File: src/morse_key_decoder_defines.svh
// assertion macros shared by the morse key decoder rtl
// expects clk_i and rst_ni in the scope of each use
`ifndef MORSE_KEY_DECODER_DEFINES_SVH
`define MORSE_KEY_DECODER_DEFINES_SVH

// property must hold at every clock edge out of reset
`define MKD_ASSERT(lbl, prop, msg) \
  lbl: assert property (@(posedge clk_i) disable iff (!rst_ni) (prop)) else $error(msg);

// condition must never be seen at a clock edge out of reset
`define MKD_ASSERT_NEVER(lbl, cond, msg) \
  lbl: assert property (@(posedge clk_i) disable iff (!rst_ni) !(cond)) else $error(msg);

`endif

File: src/mkd_pkg.sv
// types, constants and the glyph lookup for the morse key decoder
// no dependencies
`default_nettype none

package mkd_pkg;

  localparam int unsigned TickW     = 16;
  localparam int unsigned CodeW     = 7;
  localparam int unsigned MaxSymbols = 5;
  localparam int unsigned CountW    = 3;
  localparam int unsigned CfgIdxW   = 2;

  localparam logic [TickW-1:0] DotMinReset  = 16'd1875;
  localparam logic [TickW-1:0] DashMinReset = 16'd12500;
  localparam logic [TickW-1:0] DashMaxReset = 16'd25000;

  // event codes on the request channel
  typedef enum logic [1:0] {
    OP_PRESS    = 2'd0,
    OP_RELEASE  = 2'd1,
    OP_OVERFLOW = 2'd2,
    OP_TIMEOUT  = 2'd3
  } op_e;

  // configuration register indexes
  typedef enum logic [CfgIdxW-1:0] {
    CFG_DOT_MIN  = 2'd0,
    CFG_DASH_MIN = 2'd1,
    CFG_DASH_MAX = 2'd2
  } cfg_idx_e;

  // press classification
  typedef enum logic [1:0] {
    SYM_NONE = 2'd0,
    SYM_DOT  = 2'd1,
    SYM_DASH = 2'd2
  } sym_e;

  // overflow counter values
  localparam logic [1:0] OvfNone = 2'd0;
  localparam logic [1:0] OvfOne  = 2'd1;
  localparam logic [1:0] OvfSat  = 2'd2;

  // ascii for index (1 << n) | pattern, first symbol in the msb, zero when unknown
  function automatic logic [CodeW-1:0] glyph_code(input logic [5:0] idx);
    logic [CodeW-1:0] c;
    c = '0;
    case (idx)
      6'd2:    c = 7'h45; // E
      6'd3:    c = 7'h54; // T
      6'd4:    c = 7'h49; // I
      6'd5:    c = 7'h41; // A
      6'd6:    c = 7'h4E; // N
      6'd7:    c = 7'h4D; // M
      6'd8:    c = 7'h53; // S
      6'd9:    c = 7'h55; // U
      6'd10:   c = 7'h52; // R
      6'd11:   c = 7'h57; // W
      6'd12:   c = 7'h44; // D
      6'd13:   c = 7'h4B; // K
      6'd14:   c = 7'h47; // G
      6'd15:   c = 7'h4F; // O
      6'd16:   c = 7'h48; // H
      6'd17:   c = 7'h56; // V
      6'd18:   c = 7'h46; // F
      6'd20:   c = 7'h4C; // L
      6'd22:   c = 7'h50; // P
      6'd23:   c = 7'h4A; // J
      6'd24:   c = 7'h42; // B
      6'd25:   c = 7'h58; // X
      6'd26:   c = 7'h43; // C
      6'd27:   c = 7'h59; // Y
      6'd28:   c = 7'h5A; // Z
      6'd29:   c = 7'h51; // Q
      6'd32:   c = 7'h35; // 5
      6'd33:   c = 7'h34; // 4
      6'd35:   c = 7'h33; // 3
      6'd39:   c = 7'h32; // 2
      6'd47:   c = 7'h31; // 1
      6'd48:   c = 7'h36; // 6
      6'd56:   c = 7'h37; // 7
      6'd60:   c = 7'h38; // 8
      6'd62:   c = 7'h39; // 9
      6'd63:   c = 7'h30; // 0
      default: c = '0;
    endcase
    return c;
  endfunction

endpackage

`default_nettype wire

File: src/mkd_classify.sv
// press length measurement and dot/dash classification
// depends on mkd_pkg
`default_nettype none

module mkd_classify
  import mkd_pkg::*;
(
  input  logic [TickW-1:0] press_time_i,
  input  logic [TickW-1:0] release_time_i,
  input  logic [1:0]       overflow_count_i,
  input  logic [TickW-1:0] dot_min_i,
  input  logic [TickW-1:0] dash_min_i,
  input  logic [TickW-1:0] dash_max_i,
  output sym_e             symbol_o
);

  logic [TickW:0] diff;
  logic [TickW:0] len;
  logic [TickW:0] dot_min_x;
  logic [TickW:0] dash_min_x;
  logic [TickW:0] dash_max_x;

  // length wraps once per counter overflow seen during the hold
  assign diff = {1'b0, release_time_i} - {1'b0, press_time_i};
  assign len  = (overflow_count_i == OvfOne) ? {1'b1, {TickW{1'b0}}} + diff
                                             : {1'b0, diff[TickW-1:0]};

  assign dot_min_x  = {1'b0, dot_min_i};
  assign dash_min_x = {1'b0, dash_min_i};
  assign dash_max_x = {1'b0, dash_max_i};

  // dot test first, then dash window; short, long or twice wrapped holds are dropped
  always_comb begin
    symbol_o = SYM_NONE;
    if (overflow_count_i == OvfNone || overflow_count_i == OvfOne) begin
      if (len >= dot_min_x && len < dash_min_x) begin
        symbol_o = SYM_DOT;
      end else if (len >= dash_min_x && len < dash_max_x) begin
        symbol_o = SYM_DASH;
      end
    end
  end

endmodule

`default_nettype wire

File: src/mkd_glyph.sv
// pattern to character lookup for the buffered symbols
// depends on mkd_pkg
`default_nettype none

module mkd_glyph
  import mkd_pkg::*;
(
  input  logic [CountW-1:0]     count_i,
  input  logic [MaxSymbols-1:0] bits_i,
  output logic [CodeW-1:0]      code_o
);

  logic [5:0] idx;

  // leading one marks the length, first symbol lands in the msb
  always_comb begin
    idx = 6'd0;
    case (count_i)
      3'd1:    idx = {5'b00001, bits_i[0]};
      3'd2:    idx = {4'b0001, bits_i[0], bits_i[1]};
      3'd3:    idx = {3'b001, bits_i[0], bits_i[1], bits_i[2]};
      3'd4:    idx = {2'b01, bits_i[0], bits_i[1], bits_i[2], bits_i[3]};
      3'd5:    idx = {1'b1, bits_i[0], bits_i[1], bits_i[2], bits_i[3], bits_i[4]};
      default: idx = 6'd0;
    endcase
  end

  assign code_o = glyph_code(idx);

endmodule

`default_nettype wire

File: src/morse_key_decoder.sv
// morse key decoder top level: input register, decode logic, result register
// a request held in the input register has its result registered in the result register when it advances
// throughput: one request per cycle while the output is not stalled, set by the single decode pass between registers
// while a result waits behind out_stall_i the input register takes one more request, then stalls
// reset clears key state, symbol buffer, lamps and loads threshold defaults
// depends on mkd_pkg, mkd_classify, mkd_glyph, morse_key_decoder_defines.svh
`default_nettype none
`include "morse_key_decoder_defines.svh"

module morse_key_decoder
  import mkd_pkg::*;
(
  input  logic               clk_i,
  input  logic               rst_ni,
  // event requests
  input  logic               in_valid_i,
  output logic               in_stall_o,
  input  logic [1:0]         opcode_i,
  input  logic [TickW-1:0]   timestamp_i,
  // decoded results
  output logic               out_valid_o,
  input  logic               out_stall_i,
  output logic               char_valid_o,
  output logic [CodeW-1:0]   char_code_o,
  output logic               invalid_char_o,
  output logic               dot_led_o,
  output logic               dash_led_o,
  // configuration writes
  input  logic               cfg_valid_i,
  output logic               cfg_ready_o,
  input  logic [CfgIdxW-1:0] cfg_index_i,
  input  logic [TickW-1:0]   cfg_data_i
);

  // thresholds
  logic [TickW-1:0] dot_min_q, dash_min_q, dash_max_q;

  // input register
  logic             in_vld_q;
  logic [1:0]       in_op_q;
  logic [TickW-1:0] in_ts_q;

  // result register
  logic             out_vld_q;
  logic             char_valid_q, char_valid_d;
  logic [CodeW-1:0] char_code_q, char_code_d;
  logic             invalid_q, invalid_d;

  // decoder state
  logic [TickW-1:0]      press_time_q, press_time_d;
  logic [1:0]            ovf_cnt_q, ovf_cnt_d;
  logic [CountW-1:0]     sym_cnt_q, sym_cnt_d;
  logic [MaxSymbols-1:0] sym_bits_q, sym_bits_d;
  logic                  key_down_q, key_down_d;
  logic                  dot_lamp_q, dot_lamp_d;
  logic                  dash_lamp_q, dash_lamp_d;

  logic             out_free;
  logic             advance;
  logic             in_load;
  sym_e             symbol;
  logic [CodeW-1:0] glyph;
  op_e              op;

  // handshake between the two register stages
  assign out_free   = !out_vld_q || !out_stall_i;
  assign advance    = in_vld_q && out_free;
  assign in_stall_o = in_vld_q && !out_free;
  assign in_load    = in_valid_i && !in_stall_o;
  assign cfg_ready_o = 1'b1;
  assign op = op_e'(in_op_q);

  // threshold registers
  always_ff @(posedge clk_i or negedge rst_ni) begin
    if (!rst_ni) begin
      dot_min_q  <= DotMinReset;
      dash_min_q <= DashMinReset;
      dash_max_q <= DashMaxReset;
    end else if (cfg_valid_i && cfg_ready_o) begin
      case (cfg_idx_e'(cfg_index_i))
        CFG_DOT_MIN:  dot_min_q  <= cfg_data_i;
        CFG_DASH_MIN: dash_min_q <= cfg_data_i;
        CFG_DASH_MAX: dash_max_q <= cfg_data_i;
        default: ;
      endcase
    end
  end

  mkd_classify u_classify (
    .press_time_i     (press_time_q),
    .release_time_i   (in_ts_q),
    .overflow_count_i (ovf_cnt_q),
    .dot_min_i        (dot_min_q),
    .dash_min_i       (dash_min_q),
    .dash_max_i       (dash_max_q),
    .symbol_o         (symbol)
  );

  mkd_glyph u_glyph (
    .count_i (sym_cnt_q),
    .bits_i  (sym_bits_q),
    .code_o  (glyph)
  );

  // next decoder state and result for the request in the input register
  always_comb begin
    press_time_d = press_time_q;
    ovf_cnt_d    = ovf_cnt_q;
    sym_cnt_d    = sym_cnt_q;
    sym_bits_d   = sym_bits_q;
    key_down_d   = key_down_q;
    dot_lamp_d   = dot_lamp_q;
    dash_lamp_d  = dash_lamp_q;
    char_valid_d = 1'b0;
    char_code_d  = '0;
    invalid_d    = 1'b0;
    case (op)
      OP_PRESS: begin
        dot_lamp_d  = 1'b0;
        dash_lamp_d = 1'b0;
        if (!key_down_q) begin
          press_time_d = in_ts_q;
          ovf_cnt_d    = OvfNone;
          key_down_d   = 1'b1;
        end
      end
      OP_RELEASE: begin
        dot_lamp_d  = 1'b0;
        dash_lamp_d = 1'b0;
        if (key_down_q) begin
          key_down_d = 1'b0;
          if (symbol != SYM_NONE) begin
            dot_lamp_d  = (symbol == SYM_DOT);
            dash_lamp_d = (symbol == SYM_DASH);
            // full buffer: drop the symbol and the buffered ones, and flag the character
            if (sym_cnt_q >= CountW'(MaxSymbols)) begin
              sym_cnt_d  = '0;
              sym_bits_d = '0;
              invalid_d  = 1'b1;
            end else begin
              sym_bits_d[sym_cnt_q] = (symbol == SYM_DASH);
              sym_cnt_d = sym_cnt_q + CountW'(1);
            end
          end
        end
      end
      OP_OVERFLOW: begin
        if (ovf_cnt_q != OvfSat) begin
          ovf_cnt_d = ovf_cnt_q + 2'd1;
        end
      end
      OP_TIMEOUT: begin
        if (!key_down_q && sym_cnt_q != '0) begin
          char_valid_d = (glyph != '0);
          char_code_d  = glyph;
          invalid_d    = (glyph == '0);
          sym_cnt_d    = '0;
          sym_bits_d   = '0;
        end
      end
      default: ;
    endcase
  end

  // input register
  always_ff @(posedge clk_i or negedge rst_ni) begin
    if (!rst_ni) begin
      in_vld_q <= 1'b0;
    end else if (in_load || advance) begin
      in_vld_q <= in_load;
    end
  end

  always_ff @(posedge clk_i) begin
    if (in_load) begin
      in_op_q <= opcode_i;
      in_ts_q <= timestamp_i;
    end
  end

  // decoder state, updated once per request passed to the result stage
  always_ff @(posedge clk_i or negedge rst_ni) begin
    if (!rst_ni) begin
      press_time_q <= '0;
      ovf_cnt_q    <= OvfNone;
      sym_cnt_q    <= '0;
      sym_bits_q   <= '0;
      key_down_q   <= 1'b0;
      dot_lamp_q   <= 1'b0;
      dash_lamp_q  <= 1'b0;
    end else if (advance) begin
      press_time_q <= press_time_d;
      ovf_cnt_q    <= ovf_cnt_d;
      sym_cnt_q    <= sym_cnt_d;
      sym_bits_q   <= sym_bits_d;
      key_down_q   <= key_down_d;
      dot_lamp_q   <= dot_lamp_d;
      dash_lamp_q  <= dash_lamp_d;
    end
  end

  // result register
  always_ff @(posedge clk_i or negedge rst_ni) begin
    if (!rst_ni) begin
      out_vld_q <= 1'b0;
    end else if (out_free) begin
      out_vld_q <= advance;
    end
  end

  always_ff @(posedge clk_i) begin
    if (advance) begin
      char_valid_q <= char_valid_d;
      char_code_q  <= char_code_d;
      invalid_q    <= invalid_d;
    end
  end

  assign out_valid_o    = out_vld_q;
  assign char_valid_o   = char_valid_q;
  assign char_code_o    = char_code_q;
  assign invalid_char_o = invalid_q;
  assign dot_led_o      = dot_lamp_q;
  assign dash_led_o     = dash_lamp_q;

  // checks on the decoder logic
  `MKD_ASSERT(a_sym_cnt_bound, sym_cnt_q <= CountW'(MaxSymbols), "symbol count past limit")
  `MKD_ASSERT_NEVER(a_ovf_cnt_bound, ovf_cnt_q == 2'd3, "overflow count past saturation")
  `MKD_ASSERT(a_char_flags, out_vld_q && char_valid_q |-> !invalid_q && char_code_q != '0, "char with error or empty code")
  `MKD_ASSERT(a_stall_holds_item, in_stall_o |-> in_vld_q && out_vld_q && out_stall_i, "stall without both stages full")
  `MKD_ASSERT_NEVER(a_both_lamps, dot_lamp_q && dash_lamp_q, "dot and dash lamps lit together")

endmodule

`default_nettype wire
File: config.mk
export PLATFORM = sky130hd
export DESIGN_NAME = morse_key_decoder
export DESIGN_NICKNAME = d
export VERILOG_FILES = /design/src/mkd_pkg.sv /design/src/mkd_classify.sv /design/src/mkd_glyph.sv /design/src/morse_key_decoder.sv
export VERILOG_INCLUDE_DIRS = /design/src /design/src/src
export SDC_FILE = /design/constraint.sdc
export NUM_CORES = 1
export LEC_CHECK = 0
export BUFFER_PORTS_ARGS = -buffer_cell sky130_fd_sc_hd__buf_2
export CORE_MARGIN = 1.5
export CORE_UTILIZATION = 58
export DETAILED_ROUTE_END_ITERATION = 8
export GPL_TIMING_DRIVEN = 0
export PLACE_DENSITY = 0.77
export SYNTH_ARGS = -nofsm -noshare
export SYNTH_HDL_FRONTEND = slang
export SYNTH_SLANG_ARGS = --single-unit
File: constraint.sdc
create_clock -name clk_i -period 6.01 [get_ports clk_i]
set_input_delay 1.202 -clock clk_i [delete_from_list [all_inputs] [get_ports clk_i]]
set_output_delay 1.202 -clock clk_i [all_outputs]
set_load 0.03 [all_outputs]
Word-level counts from Yosys, hierarchy flattened
Memories as Yosys holds them, arrays and structs flattened.
Index checks and enable logic that the tools add are counted.
- register bits: 106
- memories: 1
- input bits: 41
- logic and storage cells: 115
- output and inout port bits: 14
- ROM bits: 448
- muxes and demuxes: 33
- bitwise logic cells: 1
- add/subtract/negate cells: 4
- reduce and logical (&&, ||, !) cells: 33
- eq/ne operators: 19
- order comparisons: 7
- memory list (name ; words ; bits a word ; read ports ; clocked after memory_dff ; write ports ; RTL line ; RTL):
    (name not given) ; 64 ; 7 ; 1 ; 0 ; 0 ; mkd_pkg.sv:48 ; case (idx)
- operators with widths (cell ; count):
    >= comparator 17 x 16 -> 1 bit ; 2
    < comparator 17 x 16 -> 1 bit ; 2
    case mux 6 bit (5 select lines) ; 1
    2-to-1 mux 5 bit ; 4
    adder 17 bit (first input constant) ; 1
    2-to-1 mux 17 bit ; 1
    subtractor 16 x 16 -> 17 bit ; 1
    2-to-1 mux 3 bit ; 4
    != test 2 bit (second input constant) ; 6
    2-to-1 mux 2 bit ; 5
    case mux 5 bit (2 select lines) ; 1
    AND reduction 2 bit ; 5
    2-to-1 mux 1 bit ; 9
    equality test 2 x 1 -> 1 bit (second input constant) ; 4
    equality test 2 bit (second input constant) ; 4
    case mux 1 bit (2 select lines) ; 4
    nonzero test 2 bit ; 4
    logical AND 1 bit ; 7
    logical NOT 7 bit ; 1
    nonzero test 7 bit ; 1
    equality test 3 x 2 -> 1 bit (second input constant) ; 2
    equality test 3 bit (second input constant) ; 2
    logical NOT 2 bit ; 3
    case mux 3 bit (2 select lines) ; 1
    16 further kinds ; 22

Logic depth before layout (Yosys ltp)
Gate-level depths: netlist of run 1.
- depth in word-level cells: 14
- gate-level depth with buffers: 19
- gate-level depth less buffers: 19

Hierarchy
Synthesis of run 1 repeated with hierarchy kept, for this count alone.
- cell total of the unflattened synthesis: 665
- area total of the unflattened synthesis: 7053.0 sq um
- modules (own cells, without submodules) (module ; seq. area each (sq um) ; area each (sq um) ; instances ; cells each):
    morse_key_decoder ; 2811.4 ; 4182.8 ; 1 ; 272
    mkd_classify ; 0.0 ; 2043.2 ; 1 ; 278
    mkd_glyph ; 0.0 ; 827.0 ; 1 ; 115

Worst setup path before layout of run 1
Ideal clock, no wire load.
- path type: flip-flop to flip-flop
- start point: register in_ts_q[7]
- end point: register sym_cnt_q[0]
- required time: 5.882 ns
- data arrival time: 4.050 ns
- period minus slack after synthesis: 4.177 ns
- path slack: 1.833 ns
- buffers on the path: 0
- setup time: 0.128 ns
- cell stages (with the launch flop): 17
- path through: edfxtp_1 -> ha_1 -> a2111o_1 -> o211a_1 -> o31a_1 -> o21a_1 -> o21ai_0 -> a21oi_1 -> o211ai_1 -> ha_1 -> a21oi_1 -> o211ai_1 -> a221o_1 -> or2_1 -> o211a_1 -> a211oi_4 -> mux2_1
- cells in the longest elaborated chain, start to end: 11
- elaborated cells on any way between the ends: 15
- classes of those cells: add/sub (2); order compare (4); eq/ne (1); mux (4); reduce/logical (4)
- ends and longest elaborated chain (what ; RTL line ; RTL):
    start, declared ; morse_key_decoder.sv:41 ; logic [TickW-1:0] in_ts_q;
    start signal, assigned ; morse_key_decoder.sv:177 ; in_ts_q <= timestamp_i;
    subtractor 16 x 16 -> 17 bit * ; mkd_classify.sv:24 ; assign diff = {1'b0, release_time_i} - {1'b0, press_time_i};
    adder 17 bit ; mkd_classify.sv:25 ; assign len = (overflow_count_i == OvfOne) ? {1'b1, {TickW{1'b0}}} + diff
    2-to-1 mux 17 bit * ; mkd_classify.sv:25 ;
    >= comparator 17 x 16 -> 1 bit or < comparator 17 x 16 -> 1 bit (tied branches) ; mkd_classify.sv:38 ; end else if (len >= dash_min_x && len < dash_max_x) begin
    logical AND 1 bit ; mkd_classify.sv:38 ;
    2-to-1 mux 2 bit ; mkd_classify.sv:38 ;
    2-to-1 mux 2 bit * ; mkd_classify.sv:36 ; if (len >= dot_min_x && len < dash_min_x) begin
    2-to-1 mux 2 bit * ; mkd_classify.sv:35 ; if (overflow_count_i == OvfNone || overflow_count_i == OvfOne) begin
    nonzero test 2 bit * ; morse_key_decoder.sv:132 ; if (symbol != SYM_NONE) begin
    != test 2 bit (no source line) * ; -- ;
    AND reduction 5 bit (no source line) * ; -- ;
    end signal, assigned ; morse_key_decoder.sv:194 ; sym_cnt_q <= sym_cnt_d;
    end, declared ; morse_key_decoder.sv:52 ; logic [CountW-1:0] sym_cnt_q, sym_cnt_d;
Mark *: on every way between the ends. The rest lies on a longest branch, timed or not.
A chain may end at the register's enable or synchronous reset.

Final worst setup path of run 1
- start point: register in_ts_q[0]
- end point: register sym_cnt_q[2]
Same word-level chain as after synthesis.

==> summary.txt, run 1 <==
Clock tree
  • CTS max path bufs: 2
  • CTS Hold Bufs: 0
  • Setup Buffers After CTS: 0
  • Root Buffer Master: clkbuf_16
  • TritonCTS clock tree: done
  • H-tree depth: 3
  • Clock-pin slew on the worst setup and hold paths: 80 ps
  • Clk_lat worst skew: 370 ps
  • CTS buffer count: 9
  • CTS resizes: 0
  • CTS sink count: 106

Final layout
  • Layout net count: 887
  • Filler cell count: 923
  • Synth-to-Final Area Change: 11.3%
  • Core Util, Final: 67.0%
  • Layout cell share with drive strength beyond 1: 18.7%
  • Post-route cell area: 7720 um2
  • Antenna Cells: 0

GRT
  • Initial antenna violation count: 1
  • Grt ovf: 0
  • Largest net degree at the start of global routing: 42
  • GRT Util Overall: 25.7%
  • First-pass GRT wire length: 25700 um
  • Number of global-route vias before repair: 5268

Synth
  • Dominant cells by area after synthesis: dfrtp_1 (22%), ha_1 (14%), edfxtp_1 (12%), dfstp_2 (7.2%), mux2_2 (5.8%)
  • Post-synthesis register bit count: 106
  • Syn avg cell area: 9.88 um2
  • Seq/Total Area, Yosys: 40.5%
  • Ys Warns: 0
  • Cell area after synthesis: 6930 um2
  • Syn_nets: 822
  • Post-synth EDFFs: 27
  • Async SR Flop Fraction: 74.5%
  • Synth cell types: 77
  • Commonest register cell after synthesis: dfrtp_1
  • Top cell type's share of synthesized area: 21.7%
  • Yosys top cell by area: dfrtp_1
  • Synth Instances: 702

Die
  • Chip Width: 112 um
  • I/O Pins: 55
  • Die height: 112 um
  • Rows: 39
  • Die area: 12600 um2
  • Core area: 11500 um2
  • Initial Util: 60.2%

Min path
  • Hold Path Class: flip-flop to flip-flop
  • Hold path startpoint: in_ts_q[7]
  • Min-Delay Path Depth: 2
  • Hold Path Sink: press_time_q[7]

STA
  • Setup violators final: 0
  • Final worst-path cycle share: 80.4%
  • RSZ-0062 raised after global routing: false
  • Maximum clock rate: 0.207 GHz
  • Final Hold Slack: 496 ps
  • Worst-Margin Slew: 872 ps
  • Max-slew violations: 0
  • Clk_skew: 5.95 ps
  • Fin. Hold Viols: 0
  • Slew HR: 41.8%
  • Setup TNS: 0 ps
  • Period minus WS final: 4830 ps

Routing
  • Avg Vias per Cell: 5.97
  • Remaining DRCs: 0
  • Drt first pass iters: 7
  • Routed wire length: 15200 um
  • Post-DR wirelength/cell: 16.6 um
  • Vias: 5458
  • DRT antenna net count: 0
  • Drt initial violations: 331

Power and ir drop
  • Worst VDD drop: 0.000332 V
  • Clock power frac: 16.5%
  • Power Density: 478 nW/um2
  • Switching share of total power: 44.2%
  • Internal Pwr Total: 0.00206 W
  • Pleak: 3.52 nW
  • Total chip power: 0.00369 W
  • P_sw: 0.00163 W
  • Flop pwr share: 26.9%
  • Logic pwr share: 56.7%

Worst setup path
  • Startpoint Class: flip-flop
  • Critical Path Fanout Max: 4
  • Worst path required time: 6260 ps
  • Reg2Reg Depth: 19
  • Worst r2r src: in_ts_q[0]
  • Critical Path End Type: flip-flop
  • Worst path slowest cell: fa_1
  • Crit path cell chain: inv_1 > ha_1 > fa_1 > nor2b_1 > o31a_1 > o2111ai_1 > a21oi_1 > o31a_1 > nor2_1 > xnor2_1 > ha_1 > a21o_1 > a21oi_1 > o211ai_1 > a221o_1 > or2_1 > o211a_1 > a211oi_4 > mux2_1
  • Critical path type: flip-flop to flip-flop
  • Reg2reg setup slack: 1180 ps
  • Reg-to-Reg End: sym_cnt_q[2]
  • Worst stage delay on the critical path: 410 ps
  • Critical Path AT: 5080 ps

Placement
  • Global placement routability congestion: 0.867
  • Area after DPL: 7400 um2
  • Detail Placement HPWL: 11900 um
  • Port bufs: 53

Outcome
  • Outcome: finished, final reports clean

Job
  • Max Cap Viol: 0
metrics by stage:
stage / cells / setup WS [ps]
after global placement: 898 / 1340
after detailed placement: 899 / 1210
final: 915 / 1180
after CTS: 915 / 1170
after floorplan: 702 / 1830
after global routing: 915 / 903
layer usage:
metal	share of wire, %	global-route usage [%]
met3	4.7	5.29
met2	46	40.6
met1	48	36.4
met5	0.066	0
met4	0.82	6.58
logic make-up (layout without fill, tap and decap cells):
group	count (synthesis)	in the layout	share of synthesized area, %
AND/OR/NAND/NOR	182	182	12.9
XOR/XNOR	10	10	1.26
AO/OA/AOI/OAI	184	184	18.6
other	1	1	0.0541
multiplexers	42	42	6.82
adder cells (fa/ha/maj)	79	79	14.4
flip-flops	106	106	40.5
buffers and inverters	98	168	5.50
area by class of cell:
class,instances,area (um2),area share [%]
plain buffers,22,96.3,1.25
clock buffers,9,225,2.92
clock inverters,7,91.3,1.18
inverters,76,285,3.70
multi-input cells,498,3740,48.5
flip-flops and latches,106,2810,36.4
well taps,143,179,2.32
repair buffers,54,288,3.73
worst max path at each step:
stage               cells past startpoint      endpoint  startpoint
global route                           19  sym_cnt_q[2]  in_ts_q[0]
detailed placement                     19  sym_cnt_q[2]  in_ts_q[0]
finish                                 19  sym_cnt_q[2]  in_ts_q[0]
CTS                                    19  sym_cnt_q[2]  in_ts_q[0]
global placement                       16  sym_cnt_q[0]  in_ts_q[7]
floorplan                              16  sym_cnt_q[0]  in_ts_q[7]
flip-flops by register name (all words and copies together) (netlist names), 2 cells and up:
signal        cells
dash_max_q       16
dash_min_q       16
dot_min_q        16
in_ts_q          16
press_time_q     16
char_code_o       7
sym_bits_q        5
sym_cnt_q         3
in_op_q           2
ovf_cnt_q         2
critical path, delay by kind of cell, from the launching register on:
family                   cells  cell delay (ps)
flip-flops                   1              370
AO/OA/AOI/OAI               10             2120
XOR/XNOR                     1              310
buffers and inverters        1               50
AND/OR/NAND/NOR              3              500
adder cells (fa/ha/maj)      3              980
multiplexers                 1              360
power by group through the flow:
stage	clock network (W)	registers, W	logic (W)
4_1_cts	0.000622	0.000991	0.00207
2_1_floorplan	0	0.00100	0.00155
6_report	0.000607	0.000992	0.00209
3_5_place_dp	0	0.00100	0.00206
5_1_grt	0.000648	0.00101	0.00235
3_3_place_gp	0	0.000996	0.00199
cells in the final DEF, fill, tap and decap left out, types with 4 or more instances in the layout:
master     count
ha_1          78
inv_1         74
nand2_1       70
dfrtp_1       60
buf_2         57
o21ai_0       56
mux2_2        36
a21oi_1       34
edfxtp_1      27
nor2_1        25
dfstp_2       19
a21o_1        15
nor3_1        14
clkbuf_1      14
nand3_1       12
nand4_1       11
nor2b_1       10
nand2b_1       9
clkbuf_16      9
o21a_1         8
xnor2_1        7
o211ai_1       6
a31oi_1        6
a211oi_1       5
and2_1         5
a22o_1         5
o211a_1        4
or3_1          4
and3_1         4
o311ai_0       4
Yosys cell counts (9+ instances only):
master	instances
a21o_1	15
a21oi_1	34
clkbuf_1	14
dfrtp_1	60
dfstp_2	19
edfxtp_1	27
ha_1	78
inv_1	74
mux2_2	36
nand2_1	70
nand2b_1	9
nand3_1	12
nand4_1	11
nor2_1	25
nor2b_1	10
nor3_1	14
o21ai_0	56
No activity file was read; power rests on OpenSTA's default activity.
==> run 2, diff against run 1 <==
CORE_UTILIZATION = 55   (was 58)
clock period = 4.4 ns   (was 6.01 ns; I/O delays follow)
==> run 2 against run 1 <==
Net effect: total power grew 47%; the flow now finishes with violations (setup timing); first-iteration DRC count up 34%; count of clock-buffer cells in the layout rose by 1; final area is 4.2% higher; non-clock buffer count rose by 17.
==> summary.txt, run 2 (synthesis results as in run 1) <==
Clock tree
  • H-tree depth: 3
  • Clk_lat worst skew: 360 ps
  • Root Buffer Master: clkbuf_16
  • CTS max path bufs: 2
  • TritonCTS clock tree: done
  • CTS sink count: 106
  • CTS buffer count: 9
  • Clock-pin slew on the worst setup and hold paths: 70 ps
  • CTS Hold Bufs: 0

Final layout
  • Layout cell share with drive strength beyond 1: 24.2%
  • Most frequent cells in the layout: ha_1 (72), inv_1 (71), nand2_1 (70), dfrtp_1 (60), buf_2 (57)
  • Finished Layout Cells: 958
  • Layout net count: 904
  • Synth-to-Final Area Change: 16.0%
  • Post-route cell area: 8050 um2
  • Commonest non-fill, non-tap cell in the layout: ha_1

STA
  • Final worst-path cycle share: 103%
  • RSZ-0062 raised after global routing: true
  • Worst-Margin Slew: 886 ps
  • Slew HR: 40.4%
  • Post-route setup slack: -133 ps
  • Fin. Hold Viols: 0
  • Period minus WS final: 4530 ps
  • Maximum clock rate: 0.221 GHz
  • Setup violators final: 6
  • Clk_skew: 6.86 ps
  • Max-slew violations: 0

GRT
  • Grt ovf: 0
  • Largest net degree at the start of global routing: 50
  • Initial antenna violation count: 1
  • GRT Util Overall: 26.5%
  • Number of global-route vias before repair: 5655
  • First-pass GRT wire length: 27300 um

Placement
  • Port bufs: 53
  • Area after DPL: 7440 um2
  • Setup WS pre-CTS: -316 ps
  • Detail Placement HPWL: 12100 um
  • Placed cell count: 924
  • Global placement routability congestion: 0.912

Routing
  • Drt first pass iters: 5
  • Post-DR wirelength/cell: 17.3 um
  • Remaining DRCs: 0
  • Avg Vias per Cell: 5.86
  • DRT antenna net count: 0
  • Routed wire length: 16600 um
  • Drt initial violations: 444
  • Vias: 5616

Worst setup path
  • Worst path slowest cell: a2111o_1
  • Critical Path End Type: flip-flop
  • Critical Path AT: 4780 ps
  • CP bufs+invs: 0
  • Worst stage delay on the critical path: 480 ps
  • Worst path required time: 4650 ps
  • Critical Path Fanout Max: 4
  • Critical path type: flip-flop to flip-flop
  • Crit path cell chain: ha_4 > a2111o_1 > o211a_1 > o31a_1 > o21a_1 > o21ai_2 > a21oi_2 > o211ai_1 > ha_1 > a21oi_1 > o211ai_1 > a221o_1 > or2_4 > o211a_1 > a211oi_4 > mux2_4
  • Startpoint Class: flip-flop
  • CP top delay family: compound AO/OA/AOI/OAI gates

Outcome
  • Outcome: complete, but fails checks
  • Failing checks: setup timing

Die
  • Die height: 115 um
  • Initial Util: 57.0%
  • Core area: 12200 um2
  • Die area: 13300 um2
  • Rows: 40
  • I/O Pins: 55
  • Chip Width: 115 um

Job
  • Max Cap Viol: 0

Power and ir drop
  • Pleak: 3.63 nW
  • Power Density: 675 nW/um2
  • Worst VDD drop: 0.000446 V

Min path
  • Hold Path Class: primary input to asynchronous set/reset pin
[run 2: metal layers]
layer / GRT usage, % / wire (um) / vias to the layer above
met4: 7.00 / 172 / 0
met5: 0 / 0 / -
met1: 35.3 / 7550 / 2726
met2: 43.7 / 7930 / 174
li1: - / - / 2702
met3: 6.17 / 965 / 14
[run 2: report_power, final]
group          leakage (nW)  switching (W)  total, W  internal [W]
logic                  2.29        0.00188   0.00326       0.00138
clock network         0.148       0.000372  0.000819      0.000447
registers              1.20       0.000122   0.00136       0.00124
total                  3.63        0.00237   0.00543       0.00306
[run 2: metrics by stage]
step / utilization [%] / hold WS, ps / TNS, ps / power (W)
6_report: 66.2 / 450 / -290 / 0.00543
5_1_grt: 66.1 / 477 / -1340 / 0.00583
4_1_cts: 64.8 / 455 / 0 / 0.00518
3_5_place_dp: 61.2 / 486 / -1800 / 0.00420
3_3_place_gp: 60.9 / 474 / -1080 / 0.00408
2_1_floorplan: - / 456 / 0 / 0.00348
[run 2: final timing paths]
path	from	depth (start not counted)	slack (ps)	to
max reg2reg	in_ts_q[7]	16	-130	sym_cnt_q[2]
min in group clk_i	in_vld_q	1	500	out_valid_o
min reg2reg	in_vld_q	1	500	out_valid_o
min	rst_ni	1	450	press_time_q[5]
max	in_ts_q[7]	16	-130	sym_cnt_q[2]
max in group asynchronous	rst_ni	2	3300	dash_min_q[7]
[run 2: cell type report]
class / instances / area [um2]
fill: 937 / 4120
clock inverter: 6 / 70.1
tap: 168 / 210
inverter: 76 / 285
multi-input combinational: 498 / 3920
clock buffer: 10 / 229
timing repair buffer: 71 / 423
sequential: 106 / 2810
buffer: 22 / 96.3
antenna: 1 / 2.50
[run 2: timing repair]
item,CTS,global route
pin swaps,9,33
buffers inserted,5,12
resized for setup,23,18
gates cloned,0,0
endpoints found under the hold margin,0,0
setup endpoints to repair,9,9
==> run 3, diff against run 2 <==
CORE_UTILIZATION = 30   (was 55)
PLACE_DENSITY = unset   (was 0.77)
==> run 3 against run 2 <==
Net effect: the flow still finishes with violations (setup timing); worst hold slack gained 3.5 ps; clock skew is essentially flat; sequential share of layout area shrank 1.2 points; largest cell class unchanged.
==> summary.txt, run 3 (synthesis results as in run 1) <==
Final layout
  • Synth-to-Final Area Change: 20.1%
  • Most frequent cells in the layout: ha_1 (72), inv_1 (71), nand2_1 (67), dfrtp_1 (60), buf_2 (57)
  • Commonest non-fill, non-tap cell in the layout: ha_1
  • Antenna Cells: 0
  • Area occupied by multi-input gates: 4000 um2
  • Finished Layout Cells: 1078
  • Filler cell count: 2245
  • Sequential Area: 2810 um2
  • Layout cell share with drive strength beyond 1: 25.6%
  • Layout net count: 908

STA
  • Final worst-path cycle share: 102%
  • Post-route setup slack: -91.5 ps
  • Max-slew violations: 0
  • RSZ-0062 raised after global routing: true
  • Clk_skew: 6.55 ps
  • Worst-Margin Slew: 852 ps
  • Maximum clock rate: 0.223 GHz
  • Setup violators final: 2
  • Period minus WS final: 4490 ps
  • Fin. Hold Viols: 0
  • Slew HR: 42.7%

Die
  • Chip Width: 155 um
  • Initial Util: 30.6%
  • Rows: 55
  • Core area: 22600 um2
  • I/O Pins: 55
  • Die area: 24000 um2
  • Die height: 155 um

Power and ir drop
  • Pleak: 3.67 nW
  • Total chip power: 0.00552 W
  • Power Density: 663 nW/um2
  • Worst VDD drop: 0.000291 V

Clock tree
  • TritonCTS clock tree: done
  • Clk_lat worst skew: 360 ps
  • CTS Hold Bufs: 0
  • H-tree depth: 3
  • CTS max path bufs: 2
  • Root Buffer Master: clkbuf_16
  • CTS buffer count: 9
  • Clock-pin slew on the worst setup and hold paths: 80 ps
  • CTS sink count: 106

Worst setup path
  • Critical path type: flip-flop to flip-flop
  • Critical Path End Type: flip-flop
  • CP top delay family: compound AO/OA/AOI/OAI gates
  • Startpoint Class: flip-flop
  • Reg2Reg Depth: 19
  • CP bufs+invs: 1
  • Worst r2r src: press_time_q[1]
  • Reg-to-Reg End: sym_cnt_q[2]
  • Reg2reg setup slack: -90 ps
  • Worst path slowest cell: dfrtp_1
  • Worst path required time: 4650 ps
  • Crit path cell chain: inv_2 > ha_4 > nor2b_1 > o21a_1 > o21a_1 > o21ai_0 > nand2b_1 > a21o_1 > a21oi_2 > xnor2_2 > ha_1 > nand4_1 > or3_1 > a311o_1 > o211a_1 > or2_4 > o211a_1 > a211oi_4 > mux2_4
  • Critical Path Fanout Max: 3
  • Worst stage delay on the critical path: 400 ps
  • Critical Path AT: 4740 ps

Routing
  • Avg Vias per Cell: 4.98
  • DRT antenna net count: 0
  • Drt first pass iters: 4
  • Drt initial violations: 248
  • Post-DR wirelength/cell: 15.3 um
  • Remaining DRCs: 0
  • Vias: 5364
  • Routed wire length: 16500 um

Min path
  • Hold Path Class: primary input to asynchronous set/reset pin

GRT
  • GRT Util Overall: 14.1%
  • Largest net degree at the start of global routing: 49
  • Initial antenna violation count: 0
  • Grt ovf: 0
  • Number of global-route vias before repair: 5272
  • First-pass GRT wire length: 26900 um

Placement
  • Global placement routability congestion: 0.902
  • Placed cell count: 1041
  • Setup WS pre-CTS: -360 ps
  • Detail Placement HPWL: 12300 um
  • Port bufs: 53

Job
  • Max Cap Viol: 0

Outcome
  • Outcome: complete, but fails checks
  • Failing checks: setup timing
==> run 3: worst register-to-register path, delay by kind of cell (launching register included) <==
family                   cells  cell delay, ps
AO/OA/AOI/OAI                9            1940
XOR/XNOR                     1             130
adder cells (fa/ha/maj)      2             520
buffers and inverters        1              90
flip-flops                   1             400
multiplexers                 1             330
AND/OR/NAND/NOR              5             980
==> run 3: how the worst max path moves through the flow <==
stage | cells past startpoint | start | slack, ps | endpoint
4_1_cts | 18 | in_ts_q[1] | 0.8 | sym_cnt_q[2]
5_1_grt | 19 | press_time_q[1] | -270 | sym_cnt_q[2]
6_report | 19 | press_time_q[1] | -90 | sym_cnt_q[2]
3_3_place_gp | 16 | in_ts_q[7] | -380 | sym_cnt_q[2]
2_1_floorplan | 16 | in_ts_q[7] | 220 | sym_cnt_q[0]
3_5_place_dp | 16 | in_ts_q[7] | -360 | sym_cnt_q[2]
==> run 3: area by class of cell <==
cell class | instances | area share, %
Timing Repair Buffer | 75 | 5.53
Clock inverter | 7 | 1.13
Inverter | 76 | 3.43
Clock buffer | 9 | 2.70
Buffer | 22 | 1.16
Multi-Input combinational cell | 498 | 48.0
Sequential cell | 106 | 33.8
Tap cell | 285 | 4.28
==> run 3: stage by stage <==
| step | TNS (ps) | instance area [um2] | util, % | hold slack (ps) |
|---|---|---|---|---|
| detailed placement | -2140 | 7590 | 33.5 | 489 |
| global placement | -2120 | 7560 | 33.4 | 477 |
| floorplan | 0 | 6930 | - | 456 |
| global route | -1620 | 8330 | 36.8 | 469 |
| finish | -182 | 8330 | 36.8 | 453 |
| CTS | 0 | 8060 | 35.6 | 455 |
==> run 3: timing repair <==
action | CTS | global route
pin swaps | 9 | 36
gates resized for setup | 20 | 38
setup buffers | 8 | 13
endpoints found under the setup margin | 10 | 9
==> run 3: power breakdown <==
group          internal [W]  switching (W)
Sequential          0.00124       0.000119
Combinational       0.00145        0.00185
Clock              0.000459       0.000410
Total               0.00314        0.00238
==> run 3: layer usage <==
layer | global-route usage [%] | wire length, um
met4 | 5.45 | 334
met3 | 2.23 | 527
met2 | 22.2 | 7450
met1 | 19.3 | 8220
met5 | 0 | 0
